`src/rtl/wdt_pkg.sv`:
```
`default_nettype none
package wdt_pkg;

	localparam int unsigned DataW = 32;
	localparam int unsigned OffW  = 12;
	localparam int unsigned CtrlW = 2;

	localparam logic [DataW-1:0] UNLOCK_KEY = 32'h1ACC_E551;
	localparam logic [DataW-1:0] ALL_ONES   = 32'hFFFF_FFFF;

	// Register byte offsets
	localparam logic [OffW-1:0] OFF_LOAD   = 12'h000;
	localparam logic [OffW-1:0] OFF_VALUE  = 12'h004;
	localparam logic [OffW-1:0] OFF_CTRL   = 12'h008;
	localparam logic [OffW-1:0] OFF_INTCLR = 12'h00C;
	localparam logic [OffW-1:0] OFF_RIS    = 12'h010;
	localparam logic [OffW-1:0] OFF_MIS    = 12'h014;
	localparam logic [OffW-1:0] OFF_LOCK   = 12'hC00;

	typedef enum logic [1:0] {
		CMD_TICK  = 2'd0,
		CMD_READ  = 2'd1,
		CMD_WRITE = 2'd2
	} cmd_t;

	typedef struct packed {
		logic [DataW-1:0] rdata;
		logic             irq;
		logic             reset_request;
		logic             bad_access;
	} wdt_res_t;

endpackage
`default_nettype wire

```
`src/rtl/wdt_core.sv`:
```
`default_nettype none
module wdt_core
	import wdt_pkg::*;
(
	input  wire logic             clk,
	input  wire logic             arst_n,
	input  wire logic             step,
	input  wire logic [1:0]       cmd,
	input  wire logic [OffW-1:0]  offset,
	input  wire logic [DataW-1:0] wdata,
	output wdt_res_t              res
);

	logic [DataW-1:0] period_q, count_q;
	logic [CtrlW-1:0] ctrl_q;
	logic             pending_q, lock_q, halted_q;

	logic [DataW-1:0] period_d, count_d;
	logic [CtrlW-1:0] ctrl_d;
	logic             pending_d, lock_d, halted_d;

	always_comb begin
		period_d  = period_q;
		count_d   = count_q;
		ctrl_d    = ctrl_q;
		pending_d = pending_q;
		lock_d    = lock_q;
		halted_d  = halted_q;
		res       = '0;

		unique case (cmd_t'(cmd))
			CMD_TICK: begin
				if (ctrl_q[0] && !halted_q) begin
					if (count_q > DataW'(1)) begin
						count_d = count_q - DataW'(1);
					end else if (ctrl_q[1] && pending_q) begin
						// second timeout: pulse reset and stop until reload
						halted_d          = 1'b1;
						count_d           = '0;
						res.reset_request = 1'b1;
					end else begin
						pending_d = 1'b1;
						count_d   = period_q;
					end
				end
			end
			CMD_READ: begin
				unique case (offset)
					OFF_LOAD:  res.rdata = period_q;
					OFF_VALUE: res.rdata = count_q;
					OFF_CTRL:  res.rdata = DataW'(ctrl_q);
					OFF_RIS:   res.rdata = DataW'(pending_q);
					OFF_MIS:   res.rdata = DataW'(ctrl_q[0] & pending_q);
					OFF_LOCK:  res.rdata = DataW'(lock_q);
					default:   res.bad_access = 1'b1;
				endcase
			end
			CMD_WRITE: begin
				unique case (offset)
					OFF_LOAD: begin
						if (!lock_q) begin
							period_d = wdata;
							if (ctrl_q[0]) begin
								count_d  = wdata;
								halted_d = 1'b0;
							end
						end
					end
					OFF_CTRL: begin
						if (!lock_q) begin
							ctrl_d = wdata[CtrlW-1:0];
							if (!ctrl_q[0] && wdata[0]) begin
								count_d  = period_q;
								halted_d = 1'b0;
							end
						end
					end
					OFF_INTCLR: begin
						if (!lock_q) begin
							pending_d = 1'b0;
							if (ctrl_q[0]) begin
								count_d  = period_q;
								halted_d = 1'b0;
							end
						end
					end
					OFF_LOCK: lock_d = (wdata != UNLOCK_KEY);
					default:  res.bad_access = 1'b1;
				endcase
			end
			default: ;
		endcase

		res.irq = ctrl_d[0] & pending_d;
	end

	always_ff @(posedge clk or negedge arst_n) begin
		if (!arst_n) begin
			period_q  <= ALL_ONES;
			count_q   <= ALL_ONES;
			ctrl_q    <= '0;
			pending_q <= 1'b0;
			lock_q    <= 1'b0;
			halted_q  <= 1'b0;
		end else if (step) begin
			period_q  <= period_d;
			count_q   <= count_d;
			ctrl_q    <= ctrl_d;
			pending_q <= pending_d;
			lock_q    <= lock_d;
			halted_q  <= halted_d;
		end
	end

endmodule
`default_nettype wire

```
`src/rtl/watchdog_timer_with_lock.sv`:
```
// Watchdog timer with a lock register.
//
// Input channel (in_valid / in_stall): one beat per item, carrying cmd
// (tick, register read or register write), a 12-bit register offset and
// 32-bit write data. Output channel (out_valid / out_stall): one beat per
// input beat, in order, carrying rdata, irq, reset_request and bad_access.
//
// A beat taken from the input lands in the input register, is executed
// against the watchdog state when it advances, and its result is written
// into the result register, which drives the output channel; a stall on
// the output can hold the beat in the input register meanwhile.
// Throughput: one beat per cycle while the output is not stalled; every
// item is a single combinational pass over the register state.
//
// Stalling: the output register holds its beat while out_stall is high;
// the input register still takes one more beat, after which in_stall is
// raised until the output moves. No beat is lost or repeated.
//
// Reset (arst_n low): load and count go to all ones, control, pending,
// lock and halt clear, and both pipeline registers empty.
`default_nettype none
module watchdog_timer_with_lock
	import wdt_pkg::*;
(
	input  wire logic             clk,
	input  wire logic             arst_n,
	input  wire logic             in_valid,
	output logic                  in_stall,
	input  wire logic [1:0]       cmd,
	input  wire logic [OffW-1:0]  offset,
	input  wire logic [DataW-1:0] wdata,
	output logic                  out_valid,
	input  wire logic             out_stall,
	output logic [DataW-1:0]      rdata,
	output logic                  irq,
	output logic                  reset_request,
	output logic                  bad_access
);

	// Input register
	logic             valid_s1;
	logic [1:0]       cmd_s1;
	logic [OffW-1:0]  offset_s1;
	logic [DataW-1:0] wdata_s1;

	// Result register
	logic     out_valid_q;
	wdt_res_t res_q;
	wdt_res_t res;

	logic in_acc, adv;

	// advance the held item whenever the result register is free or draining
	assign adv      = valid_s1 && (!out_valid_q || !out_stall);
	assign in_stall = valid_s1 && !adv;
	assign in_acc   = in_valid && !in_stall;

	always_ff @(posedge clk or negedge arst_n) begin
		if (!arst_n) begin
			valid_s1 <= 1'b0;
		end else if (in_acc) begin
			valid_s1 <= 1'b1;
		end else if (adv) begin
			valid_s1 <= 1'b0;
		end
	end

	always_ff @(posedge clk) begin
		if (in_acc) begin
			cmd_s1    <= cmd;
			offset_s1 <= offset;
			wdata_s1  <= wdata;
		end
	end

	// State is updated only when the item leaves the input register
	wdt_core u_core (
		.clk    (clk),
		.arst_n (arst_n),
		.step   (adv),
		.cmd    (cmd_s1),
		.offset (offset_s1),
		.wdata  (wdata_s1),
		.res    (res)
	);

	always_ff @(posedge clk or negedge arst_n) begin
		if (!arst_n) begin
			out_valid_q <= 1'b0;
		end else if (adv) begin
			out_valid_q <= 1'b1;
		end else if (!out_stall) begin
			out_valid_q <= 1'b0;
		end
	end

	always_ff @(posedge clk) begin
		if (adv) begin
			res_q <= res;
		end
	end

	assign out_valid     = out_valid_q;
	assign rdata         = res_q.rdata;
	assign irq           = res_q.irq;
	assign reset_request = res_q.reset_request;
	assign bad_access    = res_q.bad_access;

	// A reset request only fires with the interrupt both enabled and pending
	a_rst_implies_irq: assert property (@(posedge clk) disable iff (!arst_n)
		out_valid && reset_request |-> irq)
		else $error("reset_request without irq");

	// A flagged access never returns data
	a_bad_zero: assert property (@(posedge clk) disable iff (!arst_n)
		out_valid && bad_access |-> rdata == '0)
		else $error("bad_access with non-zero rdata");

	// Hold off the source only while an item waits in the input register
	a_stall_needs_item: assert property (@(posedge clk) disable iff (!arst_n)
		in_stall |-> valid_s1 && out_valid_q && out_stall)
		else $error("input stalled without a blocked item");

	// An advancing item always shows up on the output next cycle
	a_adv_lands: assert property (@(posedge clk) disable iff (!arst_n)
		adv |=> out_valid)
		else $error("advanced item lost");

endmodule
`default_nettype wire
```
`config.mk`:
```
export PLATFORM = sky130hd
export DESIGN_NAME = watchdog_timer_with_lock
export DESIGN_NICKNAME = d
export VERILOG_FILES = /design/src/rtl/wdt_pkg.sv /design/src/rtl/wdt_core.sv /design/src/rtl/watchdog_timer_with_lock.sv
export SDC_FILE = /design/constraint.sdc
export NUM_CORES = 1
export LEC_CHECK = 0
export BUFFER_PORTS_ARGS = -buffer_cell sky130_fd_sc_hd__buf_4
export CORE_ASPECT_RATIO = 0.75
export CORE_MARGIN = 1
export CORE_UTILIZATION = 25
export CTS_CLUSTER_SIZE = 40
export DETAILED_ROUTE_END_ITERATION = 10
export RECOVER_POWER = 50
export SETUP_SLACK_MARGIN = 0.1
export SYNTH_ARGS = -nofsm -noshare
export SYNTH_HDL_FRONTEND = slang
export SYNTH_HIERARCHICAL = 1
export SYNTH_SLANG_ARGS = --single-unit
```
`constraint.sdc`:
```
create_clock -name clk -period 5.7 [get_ports clk]
set_clock_uncertainty 0.15 [all_clocks]
set_input_delay 0 -clock clk [delete_from_list [all_inputs] [get_ports clk]]
set_output_delay 0 -clock clk [all_outputs]
set_load 0.01 [all_outputs]
```
==> out/metrics.json <==
{
  "post_cts.repair.setup_buffers": 0,
  "total_power_w": 0.00251,
  "remaining_drc_errors": 0,
  "initial_core_util_pct": 25.5,
  "numPortBuffers": 86,
  "wl_met1_mm": 10.9,
  "dr.first_iter.drc_count": 510,
  "startpoint_type": "input pin",
  "dr_wl_met3_mm": 1.52,
  "failed_checks": "max-capacitance violations, max-slew violations",
  "multiInputGateArea_um2": 3170,
  "total_negative_setup_slack_ps": 0,
  "route.antenna.remaining_nets": 0,
  "die_w_um": 204,
  "gr_util_all_layers_pct": 14.5,
  "tritoncts.num_buffers": 17,
  "final-setup-viol-count": 0,
  "routed_wirelength_mm": 22.0,
  "post_synth_num_cell_types": 69,
  "synth_warnings": 6,
  "hold_path.class": "in -> reg",
  "antenna_cells": 0,
  "setup_ws_ps": 1780,
  "first_pass_iters": 6,
  "worst-path-max-fanout": 71,
  "synthesis.area_um2": 7670,
  "tightestPinTransition_ps": 4010,
  "grt.overflow.total": 0,
  "vdd_ir_drop_max_uv": 154,
  "post-route-min-period_ps": 3920,
  "routed_via_density": 5.07,
  "cp_slowest_cell": "clkbuf_1",
  "utilization_pct": 32.0,
  "reported_max_cap_violation_count": 2,
  "synth_seq_cells": 152,
  "core_area_um2": 30100,
  "grt_pass1_wl_mm": 35.0,
  "synth_enable_flop_cells": 81,
  "worst_slew_margin_rel_pct": -167,
  "dieArea_um2": 31400,
  "nNetsFinal": 872,
  "cts_max_level": 4,
  "dpl_worst_slack_ps": 2270,
  "run_status": "complete, but fails checks",
  "cp_top_family": "buffers and inverters",
  "cp_data_required_time_ps": 5150,
  "largest_net_degree_at_the_start_of_global_routing": 72,
  "synth_cells": 698,
  "finalCritPeriodShare_pct": 68.7,
  "cts.sinks": 152,
  "clock_tree.root_cell": "clkbuf_16",
  "clock_latency_late_sink_ps": 440,
  "syn-mean-instance-area_um2": 11.0,
  "final_layout_size_suffix_gt1_share_pct": 24.9,
  "place_congestion": 0.869,
  "via_count": 6225,
  "antenna_found_initial": 0,
  "avgRoutedWirePerCell_um": 17.9,
  "critical_path_arrival_ps": 3370,
  "die_height_um": 154,
  "synthFlopType": "edfxtp_1",
  "worstSetupEndpointType": "asynchronous set/reset pin",
  "via_count_of_the_first_global_routing_pass": 6038,
  "place.detailed.hpwl_mm": 14.5,
  "grt_setup_unrepaired": "no",
  "crit_path_buffers_inverters": 2,
  "timing_worst_setup_path_type": "in -> async",
  "met2WireLength_mm": 9.29,
  "cp_cell_sequence": "dlygate4sd3_1 -> clkbuf_1",
  "fillCellCount": 3107,
  "synth_seq_area_share_pct": 55.9,
  "floorplan.rows": 55,
  "routed.top_layer": "met4",
  "power_density_nw_per_um2": 260,
  "synth_async_sr_flop_share_pct": 46.7,
  "num_io_pins": 87,
  "hold_viol": 0,
  "cts_max_path_buffers": 2,
  "max_transition_viols_final": 119,
  "layout-area-overhead-vs-synth_pct": 25.9,
  "tritoncts": "built",
  "mappedNetlistNets": 753,
  "p_leak_nw": 3.41,
  "critical_path.max_stage_delay_ps": 2800,
  "fmax_ghz": 0.255,
  "regArea_um2": 4290,
  "cts.clk_slew.worst_paths_ps": 70
}
==> synth_stat cells (all sizes together) (11+ instances only) <==
| cell | n | area [um^2] |
|---|---|---|
| o21ai | 29 | 145 |
| nand2 | 71 | 267 |
| dfstp | 64 | 1680 |
| and3 | 11 | 68.8 |
| a21oi | 25 | 129 |
| edfxtp | 81 | 2430 |
| nand3 | 27 | 140 |
| clkbuf | 40 | 150 |
| nor2 | 66 | 248 |
| a31oi | 22 | 138 |
| mux2 | 35 | 394 |
| nor3 | 23 | 115 |
| a22oi | 31 | 233 |
==> power breakdown <==
group / leakage (nW) / total (W) / internal [W] / switching (W)
clock network: 0.272 / 0.00112 / 0.000623 / 0.000496
logic: 1.60 / 0.000157 / 0.0000691 / 0.0000875
registers: 1.54 / 0.00124 / 0.00121 / 0.0000284
==> sequential cells by signal, summed over array words and instances (netlist names), 2 cells and up <==
signal / cells
cmd_s1: 2
offset_s1: 12
rdata: 32
u_core/count_q: 32
u_core/ctrl_q: 2
u_core/period_q: 32
wdata_s1: 32
==> metrics by stage <==
stage                     hold WS [ps]  std cells  cell area (um^2)
final                              144       1229              9660
after global routing               137       1229              9660
after CTS                          108       1229              9820
after detailed placement          29.5       1147              8740
after global placement            29.2       1147              8740
after floorplan                   -446        698              7670
==> cell families after synthesis <==
| group | count (synthesis) | share of synthesized area (%) |
|---|---|---|
| fa+ha+maj | 5 | 0.815 |
| compound gates | 170 | 15.6 |
| flops | 152 | 55.9 |
| mux | 43 | 6.18 |
| simple gates | 255 | 16.6 |
| buf+inv | 57 | 3.13 |
| xor+xnor | 16 | 1.83 |
==> timing repair <==
item	in CTS	in global routing
endpoints found under the hold margin	57	0
hold buffers	50	0
endpoints found under the setup margin	0	0
gates resized for setup	0	0
==> cells in the final DEF, fill, tap and decap left out, types with 6 or more instances in the layout <==
master	count
mux2_2	35
nand4_1	9
a221o_1	6
dlygate4sd3_1	50
clkbuf_4	43
nand2_1	71
xor2_1	6
edfxtp_1	81
clkbuf_1	41
nor2_1	64
nor3b_1	6
inv_1	9
xnor2_1	10
nor4_1	8
mux2i_1	8
dfstp_2	64
a22oi_1	31
clkbuf_16	17
o21ai_0	27
buf_4	14
a21oi_1	24
nand3_1	27
nor3_1	23
a22o_1	8
and3_1	11
a31oi_1	22
dfrtp_1	7
==> worst paths after layout <==
| path | from | endpoint | slack, ps | cells after the start |
|---|---|---|---|---|
| max | arst_n | u_core/ctrl_q[0]$_DFFE_PN0P_ | 1780 | 2 |
| min reg2reg | valid_s1$_DFFE_PN0P_ | out_valid$_DFFE_PN0P_ | 340 | 1 |
| max in group clk | offset_s1[4]$_DFFE_PP_ | u_core/period_q[1]$_DFFE_PN1P_ | 2140 | 7 |
| min | wdata[25] | wdata_s1[25]$_DFFE_PP_ | 140 | 2 |
| max reg2reg | offset_s1[4]$_DFFE_PP_ | u_core/period_q[1]$_DFFE_PN1P_ | 2140 | 7 |
| min in group asynchronous | arst_n | out_valid$_DFFE_PN0P_ | 1370 | 2 |
==> layer usage <==
metal | up-vias | track usage, %
met4 | 0 | 3.84
met1 | 3085 | 21.7
met5 | - | 0
met3 | 18 | 3.16
li1 | 2890 | -
met2 | 232 | 20.6
==> final cells by class <==
cell class              count  share of cell area (%)
flip-flops and latches    152                    44.4
inverters                   9                   0.350
clock buffers              18                    4.55
well taps                 399                    5.17
clock inverters            14                    1.46
multi-input cells         489                    32.9
repair buffers            148                    11.2
Note: power is estimated with default switching activity, not from simulation.
